File: src/pocsp_pkg.sv
// ----------------------------------------------------------------------------
// pocsp_pkg
// Shared types, codes and keyword tables for the PO catalogue stream parser.
// ----------------------------------------------------------------------------
package pocsp_pkg;

	localparam int CharW = 8;
	localparam int KindW = 3;
	localparam int CodeW = 3;

	// lexer modes
	localparam logic [2:0] LX_IDLE    = 3'd0;
	localparam logic [2:0] LX_COMMENT = 3'd1;
	localparam logic [2:0] LX_ATOM    = 3'd2;
	localparam logic [2:0] LX_STRING  = 3'd3;
	localparam logic [2:0] LX_ESCAPE  = 3'd4;

	// grammar modes
	localparam logic [2:0] GR_WAITID  = 3'd0;
	localparam logic [2:0] GR_ID      = 3'd1;
	localparam logic [2:0] GR_IDMORE  = 3'd2;
	localparam logic [2:0] GR_MSG     = 3'd3;
	localparam logic [2:0] GR_MSGMORE = 3'd4;

	// result kinds
	localparam logic [KindW-1:0] K_IDCHAR  = 3'd0;
	localparam logic [KindW-1:0] K_MSGCHAR = 3'd1;
	localparam logic [KindW-1:0] K_COMMIT  = 3'd2;
	localparam logic [KindW-1:0] K_DONE    = 3'd3;
	localparam logic [KindW-1:0] K_ERROR   = 3'd4;

	// error codes
	localparam logic [CodeW-1:0] E_LEXICAL   = 3'd0;
	localparam logic [CodeW-1:0] E_ID_EXP    = 3'd1;
	localparam logic [CodeW-1:0] E_ID_VAL    = 3'd2;
	localparam logic [CodeW-1:0] E_STR_EXP   = 3'd3;
	localparam logic [CodeW-1:0] E_STR_VAL   = 3'd4;

	// keyword flag bits
	localparam int KF_ID  = 0;
	localparam int KF_STR = 1;

	// result queue depth
	localparam int QDepth = 4;

	typedef struct packed {
		logic [KindW-1:0] kind;
		logic [CharW-1:0] char_out;
		logic [CodeW-1:0] error_code;
		logic             last_of_run;
	} result_t;

	// up to two results from one item
	typedef struct packed {
		logic [1:0] n;
		result_t    r1;
		result_t    r0;
	} pair_t;

	// "msgid", valid for positions 0..4
	function automatic logic [CharW-1:0] kw_id_char(input logic [2:0] p);
		logic [CharW-1:0] c;
		unique case (p)
			3'd0:    c = 8'h6D; // m
			3'd1:    c = 8'h73; // s
			3'd2:    c = 8'h67; // g
			3'd3:    c = 8'h69; // i
			3'd4:    c = 8'h64; // d
			default: c = 8'h00;
		endcase
		return c;
	endfunction

	// "msgstr", valid for positions 0..5
	function automatic logic [CharW-1:0] kw_str_char(input logic [2:0] p);
		logic [CharW-1:0] c;
		unique case (p)
			3'd0:    c = 8'h6D; // m
			3'd1:    c = 8'h73; // s
			3'd2:    c = 8'h67; // g
			3'd3:    c = 8'h73; // s
			3'd4:    c = 8'h74; // t
			3'd5:    c = 8'h72; // r
			default: c = 8'h00;
		endcase
		return c;
	endfunction

endpackage

File: src/pocsp_in_if.sv
// ----------------------------------------------------------------------------
// pocsp_in_if
// Byte input channel: one catalogue byte or an end marker per item.
// ----------------------------------------------------------------------------
interface pocsp_in_if;
	logic                         valid;
	logic                         ready;
	logic [pocsp_pkg::CharW-1:0]  byte_in;
	logic                         end_of_input;

	modport source(output valid, output byte_in, output end_of_input, input ready);
	modport sink(input valid, input byte_in, input end_of_input, output ready);
endinterface

File: src/pocsp_out_if.sv
// ----------------------------------------------------------------------------
// pocsp_out_if
// Result channel: text characters, commits, done and errors.
// ----------------------------------------------------------------------------
interface pocsp_out_if;
	logic                         valid;
	logic                         ready;
	logic [pocsp_pkg::KindW-1:0]  kind;
	logic [pocsp_pkg::CharW-1:0]  char_out;
	logic [pocsp_pkg::CodeW-1:0]  error_code;
	logic                         last_of_run;

	modport source(output valid, output kind, output char_out, output error_code,
		output last_of_run, input ready);
	modport sink(input valid, input kind, input char_out, input error_code,
		input last_of_run, output ready);
endinterface

File: src/po_catalog_stream_parser_top.sv
// ----------------------------------------------------------------------------
// po_catalog_stream_parser_top
// Streaming lexer and grammar checker for a PO translation catalogue.
// ----------------------------------------------------------------------------
// Use:
//   bytes   : valid/ready sink, one catalogue byte per item, or an end marker
//             (end_of_input high, byte ignored).
//   results : valid/ready source, one result per item: id char, message
//             char, entry commit, done or error (with code). last_of_run
//             marks the final result caused by one input item.
//   An item gives zero, one or two results. An accepted item is held in
//   the input register; the lexer/grammar update runs from there and
//   pushes its results into a four-deep result queue, which offers them
//   on the results channel. Throughput is one item per cycle while each
//   item yields at most one result and the receiver keeps up; the queue
//   absorbs the second result of an item that gives two.
//   The update step fires only while the queue holds two or fewer results,
//   so a stalled receiver fills the queue and then holds off bytes.ready;
//   nothing is dropped.
//   Reset (arst_n low) clears the lexer and grammar state, the input
//   register and the queue. After done or an error every further item is
//   accepted and gives no result until the next reset.
// ----------------------------------------------------------------------------
module po_catalog_stream_parser_top (
	input  logic              clk,
	input  logic              arst_n,
	pocsp_in_if.sink          bytes,
	pocsp_out_if.source       results
);

	localparam int PtrW = $clog2(pocsp_pkg::QDepth);
	localparam int CntW = $clog2(pocsp_pkg::QDepth + 1);
	// fire while at least two free entries remain
	localparam logic [CntW-1:0] FireMax = CntW'(pocsp_pkg::QDepth - 2);

	typedef struct packed {
		logic [2:0]        gr;
		logic              fin;
		pocsp_pkg::pair_t  pr;
	} atom_res_t;

	// ---------------------------------------------------------------- helpers
	function automatic pocsp_pkg::pair_t push(
		input pocsp_pkg::pair_t             p,
		input logic [pocsp_pkg::KindW-1:0]  k,
		input logic [pocsp_pkg::CharW-1:0]  ch,
		input logic [pocsp_pkg::CodeW-1:0]  code
	);
		pocsp_pkg::pair_t o;
		pocsp_pkg::result_t r;
		o = p;
		r.kind        = k;
		r.char_out    = ch;
		r.error_code  = code;
		r.last_of_run = 1'b0;
		if (p.n == 2'd0) begin
			o.r0 = r;
			o.n  = 2'd1;
		end else if (p.n == 2'd1) begin
			o.r1 = r;
			o.n  = 2'd2;
		end
		return o;
	endfunction

	function automatic logic is_space(input logic [7:0] c);
		return (c == 8'd32) || (c >= 8'd9 && c <= 8'd13);
	endfunction

	function automatic logic is_alpha(input logic [7:0] c);
		return (c >= 8'h61 && c <= 8'h7A) || (c >= 8'h41 && c <= 8'h5A);
	endfunction

	function automatic logic is_digit(input logic [7:0] c);
		return c >= 8'h30 && c <= 8'h39;
	endfunction

	// keyword decision at the end of an atom
	function automatic atom_res_t atom_done(
		input logic [2:0]        gr,
		input logic [1:0]        kmf,
		input logic [2:0]        pos,
		input pocsp_pkg::pair_t  pr
	);
		atom_res_t a;
		logic is_id;
		logic is_str;
		a.gr  = gr;
		a.fin = 1'b0;
		a.pr  = pr;
		is_id  = kmf[pocsp_pkg::KF_ID] && (pos == 3'd5);
		is_str = kmf[pocsp_pkg::KF_STR] && (pos == 3'd6);
		unique case (gr)
			pocsp_pkg::GR_ID: begin
				a.pr  = push(a.pr, pocsp_pkg::K_ERROR, '0, pocsp_pkg::E_ID_VAL);
				a.fin = 1'b1;
			end
			pocsp_pkg::GR_IDMORE: begin
				if (is_str) begin
					a.gr = pocsp_pkg::GR_MSG;
				end else begin
					a.pr  = push(a.pr, pocsp_pkg::K_ERROR, '0, pocsp_pkg::E_STR_EXP);
					a.fin = 1'b1;
				end
			end
			pocsp_pkg::GR_MSG, pocsp_pkg::GR_MSGMORE: begin
				a.pr = push(a.pr, pocsp_pkg::K_COMMIT, '0, '0);
				if (is_id) begin
					a.gr = pocsp_pkg::GR_ID;
				end else begin
					a.pr  = push(a.pr, pocsp_pkg::K_ERROR, '0, pocsp_pkg::E_ID_EXP);
					a.fin = 1'b1;
				end
			end
			default: begin
				if (is_id) begin
					a.gr = pocsp_pkg::GR_ID;
				end else begin
					a.pr  = push(a.pr, pocsp_pkg::K_ERROR, '0, pocsp_pkg::E_ID_EXP);
					a.fin = 1'b1;
				end
			end
		endcase
		return a;
	endfunction

	// text character, tagged by the part of the entry it belongs to
	function automatic pocsp_pkg::pair_t text_char(
		input logic [2:0]        gr,
		input logic [7:0]        c,
		input pocsp_pkg::pair_t  pr
	);
		pocsp_pkg::pair_t o;
		o = pr;
		if (gr == pocsp_pkg::GR_ID || gr == pocsp_pkg::GR_IDMORE) begin
			o = push(pr, pocsp_pkg::K_IDCHAR, c, '0);
		end else if (gr == pocsp_pkg::GR_MSG || gr == pocsp_pkg::GR_MSGMORE) begin
			o = push(pr, pocsp_pkg::K_MSGCHAR, c, '0);
		end
		return o;
	endfunction

	// ---------------------------------------------------------------- state
	logic [2:0] lex_q;
	logic [2:0] gram_q;
	logic [2:0] pos_q;
	logic [1:0] kmf_q;
	logic       fin_q;

	// input register
	logic                          valid_s1;
	logic [pocsp_pkg::CharW-1:0]   byte_s1;
	logic                          eoi_s1;

	// result queue
	pocsp_pkg::result_t     mem_q [pocsp_pkg::QDepth];
	logic [PtrW-1:0]        wr_ptr_q;
	logic [PtrW-1:0]        rd_ptr_q;
	logic [CntW-1:0]        cnt_q;

	logic fire;
	logic in_acc;
	logic pop;

	assign fire    = valid_s1 && (cnt_q <= FireMax);
	assign in_acc  = bytes.valid && bytes.ready;
	assign pop     = results.valid && results.ready;

	assign bytes.ready = !valid_s1 || fire;

	always_ff @(posedge clk or negedge arst_n) begin
		if (!arst_n) begin
			valid_s1 <= 1'b0;
		end else if (in_acc) begin
			valid_s1 <= 1'b1;
		end else if (fire) begin
			valid_s1 <= 1'b0;
		end
	end

	always_ff @(posedge clk) begin
		if (in_acc) begin
			byte_s1 <= bytes.byte_in;
			eoi_s1  <= bytes.end_of_input;
		end
	end

	// ---------------------------------------------------------------- step
	logic [2:0]        lx_n;
	logic [2:0]        gr_n;
	logic [2:0]        pos_n;
	logic [1:0]        kmf_n;
	logic              fin_n;
	pocsp_pkg::pair_t  pr_n;

	always_comb begin
		atom_res_t a;
		logic      do_end;
		logic [7:0] c;
		lx_n   = lex_q;
		gr_n   = gram_q;
		pos_n  = pos_q;
		kmf_n  = kmf_q;
		fin_n  = fin_q;
		pr_n   = '0;
		a      = '0;
		do_end = 1'b0;
		c      = byte_s1;

		if (!fin_q) begin
			if (eoi_s1) begin
				unique case (lex_q)
					pocsp_pkg::LX_ATOM: begin
						a      = atom_done(gr_n, kmf_n, pos_n, pr_n);
						gr_n   = a.gr;
						fin_n  = a.fin;
						pr_n   = a.pr;
						do_end = !a.fin;
					end
					pocsp_pkg::LX_STRING, pocsp_pkg::LX_ESCAPE: begin
						pr_n  = push(pr_n, pocsp_pkg::K_ERROR, '0, pocsp_pkg::E_LEXICAL);
						fin_n = 1'b1;
					end
					default: do_end = 1'b1;
				endcase
				if (do_end) begin
					if (gr_n == pocsp_pkg::GR_MSG) begin
						pr_n = push(pr_n, pocsp_pkg::K_ERROR, '0, pocsp_pkg::E_STR_VAL);
					end else begin
						if (gr_n == pocsp_pkg::GR_MSGMORE)
							pr_n = push(pr_n, pocsp_pkg::K_COMMIT, '0, '0);
						pr_n = push(pr_n, pocsp_pkg::K_DONE, '0, '0);
					end
					fin_n = 1'b1;
				end
			end else begin
				unique case (lex_q)
					pocsp_pkg::LX_COMMENT: begin
						if (c == 8'h0A)
							lx_n = pocsp_pkg::LX_IDLE;
					end
					pocsp_pkg::LX_ATOM: begin
						if (is_space(c)) begin
							lx_n  = pocsp_pkg::LX_IDLE;
							a     = atom_done(gr_n, kmf_n, pos_n, pr_n);
							gr_n  = a.gr;
							fin_n = a.fin;
							pr_n  = a.pr;
						end else if (is_alpha(c) || is_digit(c)) begin
							if (pos_q >= 3'd5 || pocsp_pkg::kw_id_char(pos_q) != c)
								kmf_n[pocsp_pkg::KF_ID] = 1'b0;
							if (pos_q >= 3'd6 || pocsp_pkg::kw_str_char(pos_q) != c)
								kmf_n[pocsp_pkg::KF_STR] = 1'b0;
							if (pos_q != 3'd7)
								pos_n = pos_q + 3'd1;
						end else begin
							pr_n  = push(pr_n, pocsp_pkg::K_ERROR, '0, pocsp_pkg::E_LEXICAL);
							fin_n = 1'b1;
						end
					end
					pocsp_pkg::LX_STRING: begin
						if (c == 8'h22) begin
							lx_n = pocsp_pkg::LX_IDLE;
							// closing quote: string belongs to msgid or msgstr, else an id was expected
							if (gram_q == pocsp_pkg::GR_ID || gram_q == pocsp_pkg::GR_IDMORE) begin
								gr_n = pocsp_pkg::GR_IDMORE;
							end else if (gram_q == pocsp_pkg::GR_MSG ||
								gram_q == pocsp_pkg::GR_MSGMORE) begin
								gr_n = pocsp_pkg::GR_MSGMORE;
							end else begin
								pr_n  = push(pr_n, pocsp_pkg::K_ERROR, '0, pocsp_pkg::E_ID_EXP);
								fin_n = 1'b1;
							end
						end else if (c == 8'h5C) begin
							lx_n = pocsp_pkg::LX_ESCAPE;
						end else if (c < 8'd32) begin
							pr_n  = push(pr_n, pocsp_pkg::K_ERROR, '0, pocsp_pkg::E_LEXICAL);
							fin_n = 1'b1;
						end else begin
							pr_n = text_char(gram_q, c, pr_n);
						end
					end
					pocsp_pkg::LX_ESCAPE: begin
						if (c < 8'd32) begin
							pr_n  = push(pr_n, pocsp_pkg::K_ERROR, '0, pocsp_pkg::E_LEXICAL);
							fin_n = 1'b1;
						end else begin
							// backslash-n is a newline, any other escape is literal
							pr_n = text_char(gram_q, (c == 8'h6E) ? 8'h0A : c, pr_n);
							lx_n = pocsp_pkg::LX_STRING;
						end
					end
					default: begin
						if (is_space(c) || c < 8'd32) begin
							lx_n = lex_q;
						end else if (c == 8'h23) begin
							lx_n = pocsp_pkg::LX_COMMENT;
						end else if (c == 8'h22) begin
							lx_n = pocsp_pkg::LX_STRING;
						end else if (is_alpha(c)) begin
							lx_n  = pocsp_pkg::LX_ATOM;
							pos_n = 3'd1;
							kmf_n[pocsp_pkg::KF_ID]  = (pocsp_pkg::kw_id_char(3'd0) == c);
							kmf_n[pocsp_pkg::KF_STR] = (pocsp_pkg::kw_str_char(3'd0) == c);
						end else begin
							pr_n  = push(pr_n, pocsp_pkg::K_ERROR, '0, pocsp_pkg::E_LEXICAL);
							fin_n = 1'b1;
						end
					end
				endcase
			end
		end

		// mark the final result of this item
		if (pr_n.n == 2'd1)
			pr_n.r0.last_of_run = 1'b1;
		else if (pr_n.n == 2'd2)
			pr_n.r1.last_of_run = 1'b1;
	end

	always_ff @(posedge clk or negedge arst_n) begin
		if (!arst_n) begin
			lex_q  <= pocsp_pkg::LX_IDLE;
			gram_q <= pocsp_pkg::GR_WAITID;
			pos_q  <= 3'd0;
			kmf_q  <= 2'b11;
			fin_q  <= 1'b0;
		end else if (fire) begin
			lex_q  <= lx_n;
			gram_q <= gr_n;
			pos_q  <= pos_n;
			kmf_q  <= kmf_n;
			fin_q  <= fin_n;
		end
	end

	// ---------------------------------------------------------------- queue
	logic [1:0] push_n;
	assign push_n = fire ? pr_n.n : 2'd0;

	always_ff @(posedge clk) begin
		if (push_n != 2'd0)
			mem_q[wr_ptr_q] <= pr_n.r0;
		if (push_n == 2'd2)
			mem_q[wr_ptr_q + PtrW'(1)] <= pr_n.r1;
	end

	always_ff @(posedge clk or negedge arst_n) begin
		if (!arst_n) begin
			wr_ptr_q <= '0;
			rd_ptr_q <= '0;
			cnt_q    <= '0;
		end else begin
			wr_ptr_q <= wr_ptr_q + PtrW'(push_n);
			if (pop)
				rd_ptr_q <= rd_ptr_q + PtrW'(1);
			cnt_q <= cnt_q + CntW'(push_n) - CntW'(pop);
		end
	end

	assign results.valid       = (cnt_q != '0);
	assign results.kind        = mem_q[rd_ptr_q].kind;
	assign results.char_out    = mem_q[rd_ptr_q].char_out;
	assign results.error_code  = mem_q[rd_ptr_q].error_code;
	assign results.last_of_run = mem_q[rd_ptr_q].last_of_run;

endmodule

File: src/flat_wrapper.sv
// flat-port wrapper written by rule: the top's interface ports become plain ports
module po_catalog_stream_parser_top_flat 
  (clk, arst_n, bytes_valid, bytes_byte_in, bytes_end_of_input, bytes_ready, results_valid, results_kind, results_char_out, results_error_code, results_last_of_run, results_ready);
  pocsp_in_if bytes_i ();
  pocsp_out_if results_i ();
  input  logic clk;
  input  logic arst_n;
  input wire logic [$bits(bytes_i.valid)-1:0] bytes_valid;
  input wire logic [$bits(bytes_i.byte_in)-1:0] bytes_byte_in;
  input wire logic [$bits(bytes_i.end_of_input)-1:0] bytes_end_of_input;
  output wire logic [$bits(bytes_i.ready)-1:0] bytes_ready;
  output wire logic [$bits(results_i.valid)-1:0] results_valid;
  output wire logic [$bits(results_i.kind)-1:0] results_kind;
  output wire logic [$bits(results_i.char_out)-1:0] results_char_out;
  output wire logic [$bits(results_i.error_code)-1:0] results_error_code;
  output wire logic [$bits(results_i.last_of_run)-1:0] results_last_of_run;
  input wire logic [$bits(results_i.ready)-1:0] results_ready;
  assign bytes_i.valid = bytes_valid;
  assign bytes_i.byte_in = bytes_byte_in;
  assign bytes_i.end_of_input = bytes_end_of_input;
  assign bytes_ready = bytes_i.ready;
  assign results_valid = results_i.valid;
  assign results_kind = results_i.kind;
  assign results_char_out = results_i.char_out;
  assign results_error_code = results_i.error_code;
  assign results_last_of_run = results_i.last_of_run;
  assign results_i.ready = results_ready;
  po_catalog_stream_parser_top u_core (.clk(clk), .arst_n(arst_n), .bytes(bytes_i), .results(results_i));
endmodule
File: config.mk
export PLATFORM = sky130hd
export DESIGN_NAME = po_catalog_stream_parser_top_flat
export DESIGN_NICKNAME = d
export VERILOG_FILES = /design/src/pocsp_pkg.sv /design/src/pocsp_in_if.sv /design/src/pocsp_out_if.sv /design/src/po_catalog_stream_parser_top.sv /design/src/flat_wrapper.sv
export SDC_FILE = /design/constraint.sdc
export NUM_CORES = 1
export LEC_CHECK = 0
export ABC_AREA = 1
export BUFFER_PORTS_ARGS = -buffer_cell sky130_fd_sc_hd__buf_2
export CAP_MARGIN = 10
export CORE_MARGIN = 4
export CORE_UTILIZATION = 35
export CTS_BUF_LIST = sky130_fd_sc_hd__clkbuf_8
export DETAILED_ROUTE_END_ITERATION = 8
export GPL_TIMING_DRIVEN = 0
export HOLD_SLACK_MARGIN = 0.02
export PLACE_DENSITY = 0.5
export SLEW_MARGIN = 20
export SYNTH_ARGS = -nofsm -noshare
export SYNTH_HDL_FRONTEND = slang
export SYNTH_SLANG_ARGS = --single-unit
File: constraint.sdc
create_clock -name clk -period 6.42 [get_ports clk]
set_clock_uncertainty 0.1 [all_clocks]
set_input_delay 0.963 -clock clk [delete_from_list [all_inputs] [get_ports clk]]
set_output_delay 0.963 -clock clk [all_outputs]
set_load 0.01 [all_outputs]
# After elaboration in Yosys (flattened, before gate mapping)
# Memories as Yosys holds them, arrays and structs flattened.
# Index checks and enable logic that the tools add are counted.
# classes
eq_ne	49
shifts	0
bitwise_logic	3
reduce_logical	40
muxes	147
magnitude_cmp	12
n_mul	0
div_mod_pow	0
n_addsub	6
# ops
operator	n
32-bit two-way mux	22
33-bit two-way mux	7
33-bit case mux with 3 select lines	2
31-bit two-way mux	5
15-bit two-way mux	10
32-bit case mux with 4 select lines	1
8-bit two-way mux	11
17-bit two-way mux	5
3-bit two-way mux	26
7-bit case mux with 5 select lines	2
32-bit case mux with 2 select lines	1
2-bit two-way mux	20
11-bit AND reduction	3
1-bit two-way mux	27
8-bit by 6-bit == test with 1-bit output (second input constant)	3
3-bit by 2-bit == test with 1-bit output (second input constant)	7
3-bit == test (second input constant)	6
3-bit case mux with 2 select lines	3
8-bit by 7-bit == test with 1-bit output (second input constant)	2
8-bit by 7-bit greater-or-equal comparator with 1-bit output (second input constant)	2
8-bit by 7-bit less-or-equal comparator with 1-bit output (second input constant)	2
8-bit inequality test	2
2-bit by 1-bit inequality test with 1-bit output (second input constant)	6
3-bit case mux with 4 select lines	1
38 further kinds	81
# totals
ram_bits	60
register_bits	29
out_inout_bits	17
mem_bits_ro	0
mem_count	1
latch_bits	0
word_cells	270
inputBits	13
# memory_table
name	depth	word_bits	rd	rd_ports_with_merged_regs	wr	line_no	source
u_core.mem_q	4	15	1	0	2	po_catalog_stream_parser_top.sv:156	pocsp_pkg::result_t mem_q [pocsp_pkg::QDepth];

# Logic depth before layout (Yosys ltp)
# Gate-level depths: netlist of the first run.
# logic_depth
depth_word	36
mapped_depth	30
depth_no_buf	30

# Least setup slack after synthesis of the first run
# No wires, ideal clock.
# synth_path
path_kind	register -> register
from	register u_core.pos_q[1]
to	register u_core.cnt_q[2]
n_path_buf	0
stages_incl_launch_ff	27
path_slack_ps	2371
synth_period_minus_slack_ps	4049
t_required_ps	6191
setup_ps	129
arrival_time_ps	3821
path_cell_list	dfrtp_1 > inv_1 > ha_1 > nand3_1 > inv_1 > nand2_4 > nand2_2 > nor2_4 > nor2_4 > inv_1 > nor2_1 > inv_1 > ha_1 > inv_1 > o21ai_0 > inv_1 > ha_1 > nand2_1 > nand2_1 > nand2_1 > nand2_1 > nand2_2 > nand3_4 > ha_1 > fa_1 > xnor2_1 > xor2_1
# synth_between
elab_chain_cells	28
word_cells_on_any_way	52
classes_between	2 x add/sub; 6 x eq/ne; 39 x mux; 5 x reduce/logical
# synth_rtl
item	line_no	source
start: declaration	po_catalog_stream_parser_top.sv:146	logic [2:0] pos_q;
start signal: assignment	po_catalog_stream_parser_top.sv:331	pos_q <= pos_n;
3-bit == test (on tied branches)	po_catalog_stream_parser_top.sv:91, po_catalog_stream_parser_top.sv:92	
1-bit logical AND (on tied branches)	po_catalog_stream_parser_top.sv:91, po_catalog_stream_parser_top.sv:92	
33-bit two-way mux (on tied branches)	po_catalog_stream_parser_top.sv:116, po_catalog_stream_parser_top.sv:99, po_catalog_stream_parser_top.sv:108	
33-bit case mux with 3 select lines	po_catalog_stream_parser_top.sv:93	unique case (gr)
33-bit two-way mux	po_catalog_stream_parser_top.sv:212	unique case (lex_q)
33-bit two-way mux	po_catalog_stream_parser_top.sv:211	if (eoi_s1) begin
33-bit two-way mux	po_catalog_stream_parser_top.sv:210	if (!fin_q) begin
32-bit case mux with 2 select lines	po_catalog_stream_parser_top.sv:212	
(+12 left out)	--	
2-bit two-way mux	po_catalog_stream_parser_top.sv:56	if (p.n == 2'd0) begin
32-bit two-way mux	po_catalog_stream_parser_top.sv:227	if (gr_n == pocsp_pkg::GR_MSG) begin
32-bit two-way mux	po_catalog_stream_parser_top.sv:226	if (do_end) begin
32-bit two-way mux *	po_catalog_stream_parser_top.sv:211	
32-bit two-way mux *	po_catalog_stream_parser_top.sv:210	
2-bit two-way mux *	po_catalog_stream_parser_top.sv:339	assign push_n = fire ? pr_n.n : 2'd0;
3-bit by 2-bit adder with 3-bit output *	po_catalog_stream_parser_top.sv:357	cnt_q <= cnt_q + CntW'(push_n) - CntW'(pop);
3-bit by 1-bit subtractor with 3-bit output *	po_catalog_stream_parser_top.sv:357	
end signal: assignment	po_catalog_stream_parser_top.sv:357	
end: declaration	po_catalog_stream_parser_top.sv:159	logic [CntW-1:0] cnt_q;
# Every way passes the cells marked *; elsewhere a longest branch is shown, timed or not. The select of a mux whose other input is x is not followed.
# A chain may end at the register's enable or synchronous reset.

# Worst setup path after layout of the first run
# Ends and elaborated chain as after synthesis.

==> results of run 1 <==
==> sequential cells by signal, summed over array words and instances (netlist names) <==
signal,flops
u_core.rd_ptr_q,2
u_core.gram_q,3
u_core.wr_ptr_q,2
u_core.eoi_s1,1
u_core.mem_q,60
u_core.cnt_q,3
u_core.lex_q,3
u_core.fin_q,1
u_core.valid_s1,1
u_core.byte_s1,8
u_core.pos_q,3
u_core.kmf_q,2
==> cells in the mapped netlist, drive strengths merged <==
master	instances
a2111oi	1
a211oi	3
a21boi	1
a21o	1
a21oi	31
a221oi	1
a31oi	1
buf	17
clkbuf	12
dfrtp	18
dfstp	2
dfxtp	36
edfxtp	33
fa	1
ha	16
inv	79
nand2	162
nand3	100
nand3b	1
nand4	10
nor2	85
nor3	9
nor4	5
o2111ai	1
o211a	1
o211ai	2
o21ai	68
o21bai	1
o22ai	29
o31ai	1
o41ai	1
or2	2
xnor2	2
xor2	6
==> per-stage QoR <==
step,std cells,cell area [um2]
after floorplan,739,5487
after global placement,979,5896
after detailed placement,979,5901
after CTS,995,6103
after global routing,995,6103
final,995,6103
==> per-layer routing <==
layer | global-route usage | vias to the layer above | wire length, um
met2 | 0.3078 | 196 | 7770
met3 | 0.04418 | 20 | 1293
met5 | 0 | - | 0
met4 | 0.05600 | 0 | 214
met1 | 0.2627 | 2480 | 7710
li1 | - | 2581 | -
==> area by class of cell <==
class | instances | area [um2]
clock inverter | 6 | 65.06
tap | 211 | 264.0
multi-input combinational | 542 | 2811
buffer | 29 | 166.4
timing repair buffer | 29 | 145.1
inverter | 79 | 299.0
fill | 1604 | 9155
sequential | 89 | 2215
clock buffer | 10 | 137.6
==> path summary, 6_finish.rpt <==
check	end	slack [ns]
max reg2reg	u_core.cnt_q[2]	1.78
min	u_core.mem_q[0][5]	0.37
min reg2reg	u_core.mem_q[0][5]	0.37
max	u_core.cnt_q[2]	1.78
max in group asynchronous	u_core.kmf_q[1]	5.41
min in group asynchronous	u_core.rd_ptr_q[0]	0.44
==> worst reg2reg max path, cell delays in order (launching register included) <==
cell     delay [ns]
dfrtp_1        0.46
inv_1          0.12
ha_1           0.23
nand3_1        0.24
inv_1          0.23
nand2_4        0.08
nand2_2        0.07
nor2_4         0.04
nor2_4         0.13
inv_1          0.05
nor2_1         0.17
inv_1          0.09
ha_1           0.30
inv_1          0.04
o21ai_0        0.30
inv_1          0.08
ha_1           0.23
nand2_1        0.09
nand2_1        0.05
nand2_1        0.05
nand2_1        0.06
nand2_2        0.08
nand3_4        0.12
ha_1           0.36
fa_1           0.44
xnor2_1        0.18
xor2_1         0.15
==> logic make-up after synthesis <==
group           Yosys count  share of synthesized area
compound gates          143                     0.1450
xor+xnor                  8                    0.01277
fa+ha+maj                17                    0.04014
buf+inv                 108                    0.08483
flops                    89                     0.4036
simple gates            374                     0.3136
==> report_power, final <==
group,internal (W),switching [W],total [W]
Clock,0.000193,0.000224,0.000416
Combinational,0.000367,0.000828,0.00120
Sequential,0.000644,0.0000657,0.000710
==> report_table.html, run 1 <==
<table>
<tr><th>Metric</th><th>Value</th></tr>
<tr><th colspan="2">Run status</th></tr>
<tr><td>Run status</td><td>completed</td></tr>
<tr><th colspan="2">STA</th></tr>
<tr><td>Actual transition at the worst max-transition pin</td><td>roughly 1.0 ns</td></tr>
<tr><td>Worst hold slack after final layout</td><td>~0.37 ns</td></tr>
<tr><td>Final critical delay including setup and external delays</td><td>between 4 and 5 ns</td></tr>
<tr><td>Worst relative slew slack</td><td>0.3176</td></tr>
<tr><td>Max frequency</td><td>between 200 and 250 MHz</td></tr>
<tr><td>Max-slew violations</td><td>0</td></tr>
<tr><td>RSZ-0062 raised after global routing</td><td>false</td></tr>
<tr><td>Number of endpoints with negative hold slack in the final report</td><td>0</td></tr>
<tr><td>Post-route clock period utilization</td><td>0.7224</td></tr>
<tr><td>Least setup slack across all paths after layout</td><td>between 1.5 and 2 ns</td></tr>
<tr><td>Count of endpoints failing setup in the final report</td><td>0</td></tr>
<tr><td>Final sum of negative setup slack</td><td>0 ns</td></tr>
<tr><th colspan="2">Critical path</th></tr>
<tr><td>Startpoint of the most critical setup path</td><td>u_core.pos_q[1]</td></tr>
<tr><td>Worst path top cell family by delay</td><td>adder cells</td></tr>
<tr><td>Cell with the largest stage delay on the worst path</td><td>dfrtp_1</td></tr>
<tr><td>CP Data Required Time</td><td>roughly 6.6 ns</td></tr>
<tr><td>Worst path arrival time</td><td>slightly below 5 ns</td></tr>
<tr><td>Critical Path Fanout Max</td><td>6</td></tr>
<tr><td>Top cell by count, worst path</td><td>inv_1</td></tr>
<tr><td>Highest cell delay on the worst timing path</td><td>about 0.46 ns</td></tr>
<tr><td>Crit Path Class</td><td>reg2reg</td></tr>
<tr><td>Worst setup SP type</td><td>register</td></tr>
<tr><td>Critical path capture point type</td><td>register</td></tr>
<tr><td>R2r startpoint</td><td>u_core.pos_q[1]</td></tr>
<tr><td>Cell count along the critical path</td><td>26</td></tr>
<tr><td>Register-to-Register Path Depth</td><td>26</td></tr>
<tr><td>Number of buffer and inverter stages on the critical path</td><td>6</td></tr>
<tr><th colspan="2">Layout</th></tr>
<tr><td>Layout cell share with drive strength beyond 1</td><td>0.1276</td></tr>
<tr><td>Most used cells in the layout excluding fill and tap cells</td><td>nand2_1, nand3_1, nor2_1, inv_1, o21ai_0</td></tr>
<tr><td>Util after Layout</td><td>0.4000</td></tr>
<tr><td>Final net count</td><td>809</td></tr>
<tr><td>Number of diodes added for antenna fixing</td><td>0</td></tr>
<tr><td>Commonest non-fill, non-tap cell in the layout</td><td>nand2_1</td></tr>
<tr><td>Area growth, synth to finish</td><td>11.24%</td></tr>
<tr><th colspan="2">Clocking</th></tr>
<tr><td>Count of instances resized after the clock tree is built</td><td>0</td></tr>
<tr><td>Clock net sink count</td><td>89</td></tr>
<tr><td>Cts bufs inserted</td><td>9</td></tr>
<tr><td>Number of buffers inserted for hold repair after clock tree synthesis</td><td>0</td></tr>
<tr><td>Maximum root-to-sink buffer count</td><td>2</td></tr>
<tr><td>TritonCTS clock tree</td><td>done</td></tr>
<tr><td>Post-CTS repair timing setup buffer count</td><td>0</td></tr>
<tr><td>Clock network latency to the later pin of the worst-skew pair</td><td>0.38 ns</td></tr>
<tr><td>Root Driver</td><td>clkbuf_8</td></tr>
<tr><td>Clk slew on worst S/H paths</td><td>0.09 ns</td></tr>
<tr><td>H-tree depth</td><td>3</td></tr>
<tr><th colspan="2">Global routing</th></tr>
<tr><td>Wire length of the first global-routing pass</td><td>~27000 um</td></tr>
<tr><td>Pin count of the biggest net entering global routing</td><td>21</td></tr>
<tr><td>Overflow left after global routing</td><td>0</td></tr>
<tr><td>GR Util All Layers</td><td>0.1930</td></tr>
<tr><td>Initial antenna violation count</td><td>0</td></tr>
<tr><td>Number of global-route vias before repair</td><td>around 5000</td></tr>
<tr><th colspan="2">Detailed routing</th></tr>
<tr><td>Count of vias placed by the detailed router</td><td>~5300</td></tr>
<tr><td>Per-cell routed wire length</td><td>~17 um</td></tr>
<tr><td>Number of DRC violations after detailed routing</td><td>0</td></tr>
<tr><td>Routed wire length</td><td>between 15000 and 20000 um</td></tr>
<tr><td>Drt via density</td><td>roughly 5.3</td></tr>
<tr><td>Iteration count of the initial detailed-routing pass</td><td>5</td></tr>
<tr><td>Initial DRC count</td><td>466</td></tr>
<tr><td>DRT antenna net count</td><td>0</td></tr>
<tr><th colspan="2">Synth</th></tr>
<tr><td>Gate count of the mapped netlist</td><td>between 700 and 800</td></tr>
<tr><td>Biggest area contributors in the synthesized netlist</td><td>edfxtp_1, dfxtp_1, nand2_1</td></tr>
<tr><td>Fraction of post-synthesis cell area in the top cell type by area</td><td>0.1806</td></tr>
<tr><td>Nets in the synthesized netlist</td><td>roughly 770</td></tr>
<tr><td>Number of warnings reported in the yosys synthesis log</td><td>0</td></tr>
<tr><td>Yosys reg bits</td><td>between 80 and 90</td></tr>
<tr><td>Number of different library cells in the post-synthesis netlist</td><td>48</td></tr>
<tr><td>Post-Synthesis Mean Instance Area</td><td>roughly 7.4 um2</td></tr>
<tr><td>Synth Cell Area</td><td>around 5500 um2</td></tr>
<tr><td>Top cell type by total area after synthesis</td><td>edfxtp_1</td></tr>
<tr><td>Portion of the post-synthesis area used by sequential elements</td><td>0.4036</td></tr>
<tr><th colspan="2">Pwr</th></tr>
<tr><td>Cell Pwr Density</td><td>about 380 nW/um2</td></tr>
<tr><td>Static leakage</td><td>roughly 2.7 nW</td></tr>
<tr><td>IR drop worst, VDD</td><td>0.1273 mV</td></tr>
<tr><td>Overall power of the completed layout</td><td>0.002322 W</td></tr>
<tr><th colspan="2">Min path</th></tr>
<tr><td>Start point of the worst min-delay path</td><td>u_core.mem_q[0][5]</td></tr>
<tr><td>Hold Path Cell Cnt</td><td>2</td></tr>
<tr><td>Class of the tightest hold or removal check</td><td>reg2reg</td></tr>
<tr><th colspan="2">Floorplan</th></tr>
<tr><td>Number of top-level pins</td><td>30</td></tr>
<tr><td>Starting density of the core</td><td>0.3596</td></tr>
<tr><td>Die span in x</td><td>133.2 um</td></tr>
<tr><td>Die height</td><td>about 130 um</td></tr>
<tr><td>Floorplan die area</td><td>17740 um2</td></tr>
<tr><td>Area inside the core boundary</td><td>around 15000 um2</td></tr>
<tr><td>Rows</td><td>45</td></tr>
<tr><th colspan="2">Placed design</th></tr>
<tr><td>Count of input and output buffers</td><td>29</td></tr>
<tr><td>HPWL after detailed placement</td><td>around 13000 um</td></tr>
<tr><td>Pre-CTS WS</td><td>roughly 1.8 ns</td></tr>
<tr><td>Global placer's final weighted congestion</td><td>roughly 0.9</td></tr>
<tr><th colspan="2">Job</th></tr>
<tr><td>Max cap viols</td><td>0</td></tr>
</table>
Power figures use the tool's default switching activity.
==> inputs of run 2 (changes only) <==
ABC_AREA = 0   (was 1)
clock period = 4.78 ns   (was 6.42 ns; I/O delays follow)
==> report_table.html, run 2 <==
<table>
<tr><th>Metric</th><th>Value</th></tr>
<tr><th colspan="2">Synth</th></tr>
<tr><td>Yosys reg bits</td><td>89 (unchanged)</td></tr>
<tr><td>Number of different library cells in the post-synthesis netlist</td><td>78 (was 48)</td></tr>
<tr><td>Fraction of registers with async set/reset</td><td>0.2247 (unchanged)</td></tr>
<tr><td>Ranking of synthesized cells by instance count</td><td>a21oi_1, nand2_1, dfxtp_1, edfxtp_1, nor4_1 (was nand2_1, nand3_1, nor2_1, inv_1, o21ai_0)</td></tr>
<tr><td>Portion of the post-synthesis area used by sequential elements</td><td>0.3931 (was 0.4036)</td></tr>
<tr><td>Number of synthesized flops with an enable pin</td><td>33 (unchanged)</td></tr>
<tr><td>Fraction of post-synthesis cell area in the top cell type by area</td><td>0.1759 (was 0.1806)</td></tr>
<tr><td>Nets in the synthesized netlist</td><td>619 (was 769)</td></tr>
<tr><td>Synth Cell Area</td><td>5634 um2 (was 5487 um2)</td></tr>
<tr><td>Biggest area contributors in the synthesized netlist</td><td>edfxtp_1, dfxtp_1, dfrtp_1 (was edfxtp_1, dfxtp_1, nand2_1)</td></tr>
<tr><td>Gate count of the mapped netlist</td><td>589 (was 739)</td></tr>
<tr><td>Top cell type by total area after synthesis</td><td>edfxtp_1 (unchanged)</td></tr>
<tr><td>Cell with the most instances after synthesis</td><td>a21oi_1 (was nand2_1)</td></tr>
<tr><td>Number of warnings reported in the yosys synthesis log</td><td>0 (unchanged)</td></tr>
<tr><td>Post-Synthesis Mean Instance Area</td><td>9.566 um2 (was 7.424 um2)</td></tr>
<tr><td>Post-synth top flop</td><td>dfxtp_1 (unchanged)</td></tr>
<tr><th colspan="2">Critical path</th></tr>
<tr><td>Reg2Reg Setup Slack</td><td>0.25 ns (was 1.78 ns)</td></tr>
<tr><td>Critical path capture point type</td><td>register (unchanged)</td></tr>
<tr><td>Critical register-to-register path endpoint</td><td>u_core.cnt_q[2] (unchanged)</td></tr>
<tr><td>Critical Path Fanout Max</td><td>9 (was 6)</td></tr>
<tr><td>R2r startpoint</td><td>u_core.pos_q[1] (unchanged)</td></tr>
<tr><td>Crit Path Class</td><td>reg2reg (unchanged)</td></tr>
<tr><td>CP Data Required Time</td><td>4.96 ns (was 6.62 ns)</td></tr>
<tr><td>Worst path arrival time</td><td>4.71 ns (was 4.84 ns)</td></tr>
<tr><td>Register-to-Register Path Depth</td><td>23 (was 26)</td></tr>
<tr><td>Worst setup SP type</td><td>register (unchanged)</td></tr>
<tr><th colspan="2">Clocking</th></tr>
<tr><td>Clk slew on worst S/H paths</td><td>0.10 ns (was 0.09 ns)</td></tr>
<tr><td>H-tree depth</td><td>3 (unchanged)</td></tr>
<tr><td>Maximum root-to-sink buffer count</td><td>2 (unchanged)</td></tr>
<tr><td>Clock net sink count</td><td>89 (unchanged)</td></tr>
<tr><td>Cts bufs inserted</td><td>9 (unchanged)</td></tr>
<tr><td>Root Driver</td><td>clkbuf_8 (unchanged)</td></tr>
<tr><td>Clock network latency to the later pin of the worst-skew pair</td><td>0.39 ns (was 0.38 ns)</td></tr>
<tr><td>TritonCTS clock tree</td><td>done (unchanged)</td></tr>
<tr><td>Number of buffers inserted for hold repair after clock tree synthesis</td><td>0 (unchanged)</td></tr>
<tr><th colspan="2">Detailed routing</th></tr>
<tr><td>Iteration count of the initial detailed-routing pass</td><td>7 (was 5)</td></tr>
<tr><td>Initial DRC count</td><td>330 (was 466)</td></tr>
<tr><td>Drt via density</td><td>5.908 (was 5.304)</td></tr>
<tr><td>Count of vias placed by the detailed router</td><td>5034 (was 5277)</td></tr>
<tr><td>Routed wire length</td><td>16410 um (was 16990 um)</td></tr>
<tr><td>Per-cell routed wire length</td><td>19.25 um (was 17.07 um)</td></tr>
<tr><td>Number of DRC violations after detailed routing</td><td>0 (unchanged)</td></tr>
<tr><td>DRT antenna net count</td><td>0 (unchanged)</td></tr>
<tr><th colspan="2">Global routing</th></tr>
<tr><td>Overflow left after global routing</td><td>0 (unchanged)</td></tr>
<tr><td>GR Util All Layers</td><td>0.1857 (was 0.1930)</td></tr>
<tr><td>Number of global-route vias before repair</td><td>4863 (was 4974)</td></tr>
<tr><td>Initial antenna violation count</td><td>0 (unchanged)</td></tr>
<tr><td>Pin count of the biggest net entering global routing</td><td>21 (unchanged)</td></tr>
<tr><td>Wire length of the first global-routing pass</td><td>26360 um (was 27030 um)</td></tr>
<tr><th colspan="2">Run status</th></tr>
<tr><td>Run status</td><td>completed (unchanged)</td></tr>
<tr><th colspan="2">Layout</th></tr>
<tr><td>Number of flip-flops under the largest register name</td><td>60 (unchanged)</td></tr>
<tr><td>Number of diodes added for antenna fixing</td><td>0 (unchanged)</td></tr>
<tr><td>Area growth, synth to finish</td><td>13.17% (was 11.24%)</td></tr>
<tr><td>Most used cells in the layout excluding fill and tap cells</td><td>buf_2, a21oi_1, nand2_1, dfxtp_1 (was nand2_1, nand3_1, nor2_1, inv_1, o21ai_0)</td></tr>
<tr><td>Layout Cell Area excl Fill</td><td>6376 um2 (was 6103 um2)</td></tr>
<tr><td>Final net count</td><td>661 (was 809)</td></tr>
<tr><td>Register with the most flip-flops</td><td>u_core.mem_q (unchanged)</td></tr>
<tr><td>Layout cell share with drive strength beyond 1</td><td>0.2138 (was 0.1276)</td></tr>
<tr><td>Largest registers in the final layout</td><td>u_core.mem_q (60), u_core.byte_s1 (8) (unchanged)</td></tr>
<tr><th colspan="2">STA</th></tr>
<tr><td>Worst relative slew slack</td><td>0.3318 (was 0.3176)</td></tr>
<tr><td>Number of endpoints with negative hold slack in the final report</td><td>0 (unchanged)</td></tr>
<tr><td>Max-slew violations</td><td>0 (unchanged)</td></tr>
<tr><td>Post-route clock period utilization</td><td>0.9476 (was 0.7224)</td></tr>
<tr><td>Actual transition at the worst max-transition pin</td><td>1.002 ns (was 1.014 ns)</td></tr>
<tr><td>Final sum of negative setup slack</td><td>0 ns (unchanged)</td></tr>
<tr><td>Least setup slack across all paths after layout</td><td>0.2502 ns (was 1.782 ns)</td></tr>
<tr><td>Final critical delay including setup and external delays</td><td>4.530 ns (was 4.638 ns)</td></tr>
<tr><td>Count of endpoints failing setup in the final report</td><td>0 (unchanged)</td></tr>
<tr><td>Max frequency</td><td>220.8 MHz (was 215.6 MHz)</td></tr>
<tr><th colspan="2">Floorplan</th></tr>
<tr><td>Starting density of the core</td><td>0.3560 (was 0.3596)</td></tr>
<tr><td>Rows</td><td>46 (was 45)</td></tr>
<tr><td>Area inside the core boundary</td><td>15830 um2 (was 15260 um2)</td></tr>
<tr><td>Die span in x</td><td>134.9 um (was 133.2 um)</td></tr>
<tr><td>Die height</td><td>134.9 um (was 133.2 um)</td></tr>
<tr><td>Number of top-level pins</td><td>30 (unchanged)</td></tr>
<tr><td>Floorplan die area</td><td>18190 um2 (was 17740 um2)</td></tr>
<tr><th colspan="2">Pwr</th></tr>
<tr><td>Static leakage</td><td>2.276 nW (was 2.748 nW)</td></tr>
<tr><td>IR drop worst, VDD</td><td>0.1900 mV (was 0.1273 mV)</td></tr>
<tr><td>Cell Pwr Density</td><td>402.6 nW/um2 (was 380.4 nW/um2)</td></tr>
<tr><td>Overall power of the completed layout</td><td>0.002567 W (was 0.002322 W)</td></tr>
<tr><th colspan="2">Min path</th></tr>
<tr><td>Class of the tightest hold or removal check</td><td>in2async (was reg2reg)</td></tr>
<tr><th colspan="2">Placed design</th></tr>
<tr><td>Global placer's final weighted congestion</td><td>0.8726 (was 0.8982)</td></tr>
<tr><td>Count of input and output buffers</td><td>29 (unchanged)</td></tr>
<tr><td>Post-detailed-placement cell area</td><td>6050 um2 (was 5901 um2)</td></tr>
<tr><td>Pre-CTS WS</td><td>-0.6822 ns (was 1.776 ns)</td></tr>
<tr><td>HPWL after detailed placement</td><td>12070 um (was 12570 um)</td></tr>
<tr><th colspan="2">Job</th></tr>
<tr><td>Max cap viols</td><td>0 (unchanged)</td></tr>
</table>
## run 2: cell families (layout without fill, tap and decap cells)
logic type      after synthesis  in the layout  synth area share
compound gates              178            178            0.2127
xor+xnor                     11             11           0.01710
fa+ha+maj                    19             19           0.04264
buf+inv                      66            113           0.05485
flops                        89             89            0.3931
mux                          25             25           0.07906
simple gates                201            201            0.2005
## run 2: repair_timing
item / CTS / global route
resized for setup: 4 / 16
setup endpoints to repair: 89 / 56
buffers inserted: 1 / 2
pin swaps: 1 / 2
## run 2: worst max path at each step
| stage | startpoint | end | slack [ns] | depth (start not counted) |
|---|---|---|---|---|
| 3_5_place_dp | u_core.pos_q[0] | u_core.cnt_q[2] | -0.68 | 22 |
| 2_1_floorplan | u_core.pos_q[0] | u_core.cnt_q[2] | 0.13 | 22 |
| 3_3_place_gp | u_core.pos_q[0] | u_core.cnt_q[2] | -0.72 | 22 |
| 5_1_grt | u_core.pos_q[1] | u_core.cnt_q[2] | -0.003 | 21 |
| 4_1_cts | u_core.pos_q[1] | u_core.cnt_q[2] | 0.02 | 23 |
| 6_report | u_core.pos_q[1] | u_core.cnt_q[2] | 0.25 | 23 |
## run 2: worst max-delay path, stage by stage (launching register included)
cell	delay (ns)
dfrtp_2	0.45
inv_1	0.11
ha_4	0.20
and3_1	0.16
buf_2	0.17
maj3_1	0.41
nor2_2	0.16
a211oi_2	0.09
nand2_1	0.11
inv_1	0.08
ha_1	0.21
nor2_1	0.14
a21oi_2	0.07
ha_1	0.20
inv_2	0.08
o21ai_2	0.08
o21ai_2	0.17
and2_1	0.16
buf_6	0.15
inv_2	0.10
ha_1	0.31
fa_1	0.43
xor2_1	0.16
xnor2_1	0.12
## run 2: where the power goes
part	internal, W	switching [W]
clock network	0.000307	0.000320
registers	0.000848	0.0000439
logic	0.000394	0.000654
## run 2: through the flow
stage | hold WS (ns) | util | std cells
5_1_grt | 0.2215 | 0.4028 | 852
3_3_place_gp | 0.3539 | 0.3822 | 834
3_5_place_dp | 0.3602 | 0.3822 | 834
6_report | 0.2011 | 0.4028 | 852
2_1_floorplan | 0.3214 | - | 589
4_1_cts | 0.2099 | 0.3984 | 850
## run 2: per-layer routing
metal | vias to the layer above | global-route usage | share of wire
li1 | 2349 | - | -
met1 | 2476 | 0.2507 | 0.46
met5 | - | 0 | 0
met4 | 0 | 0.05600 | 0.015
met3 | 21 | 0.04508 | 0.064
met2 | 188 | 0.2963 | 0.46
## run 2: final cells by class
type | instances | area [um2]
Fill cell | 1579 | 9452
Multi-Input combinational cell | 434 | 3178
Sequential cell | 89 | 2216
Tap cell | 216 | 270.3
Buffer | 44 | 225.2
Timing Repair Buffer | 32 | 167.7
Clock buffer | 9 | 123.9
Clock inverter | 7 | 108.9
Inverter | 21 | 86.33
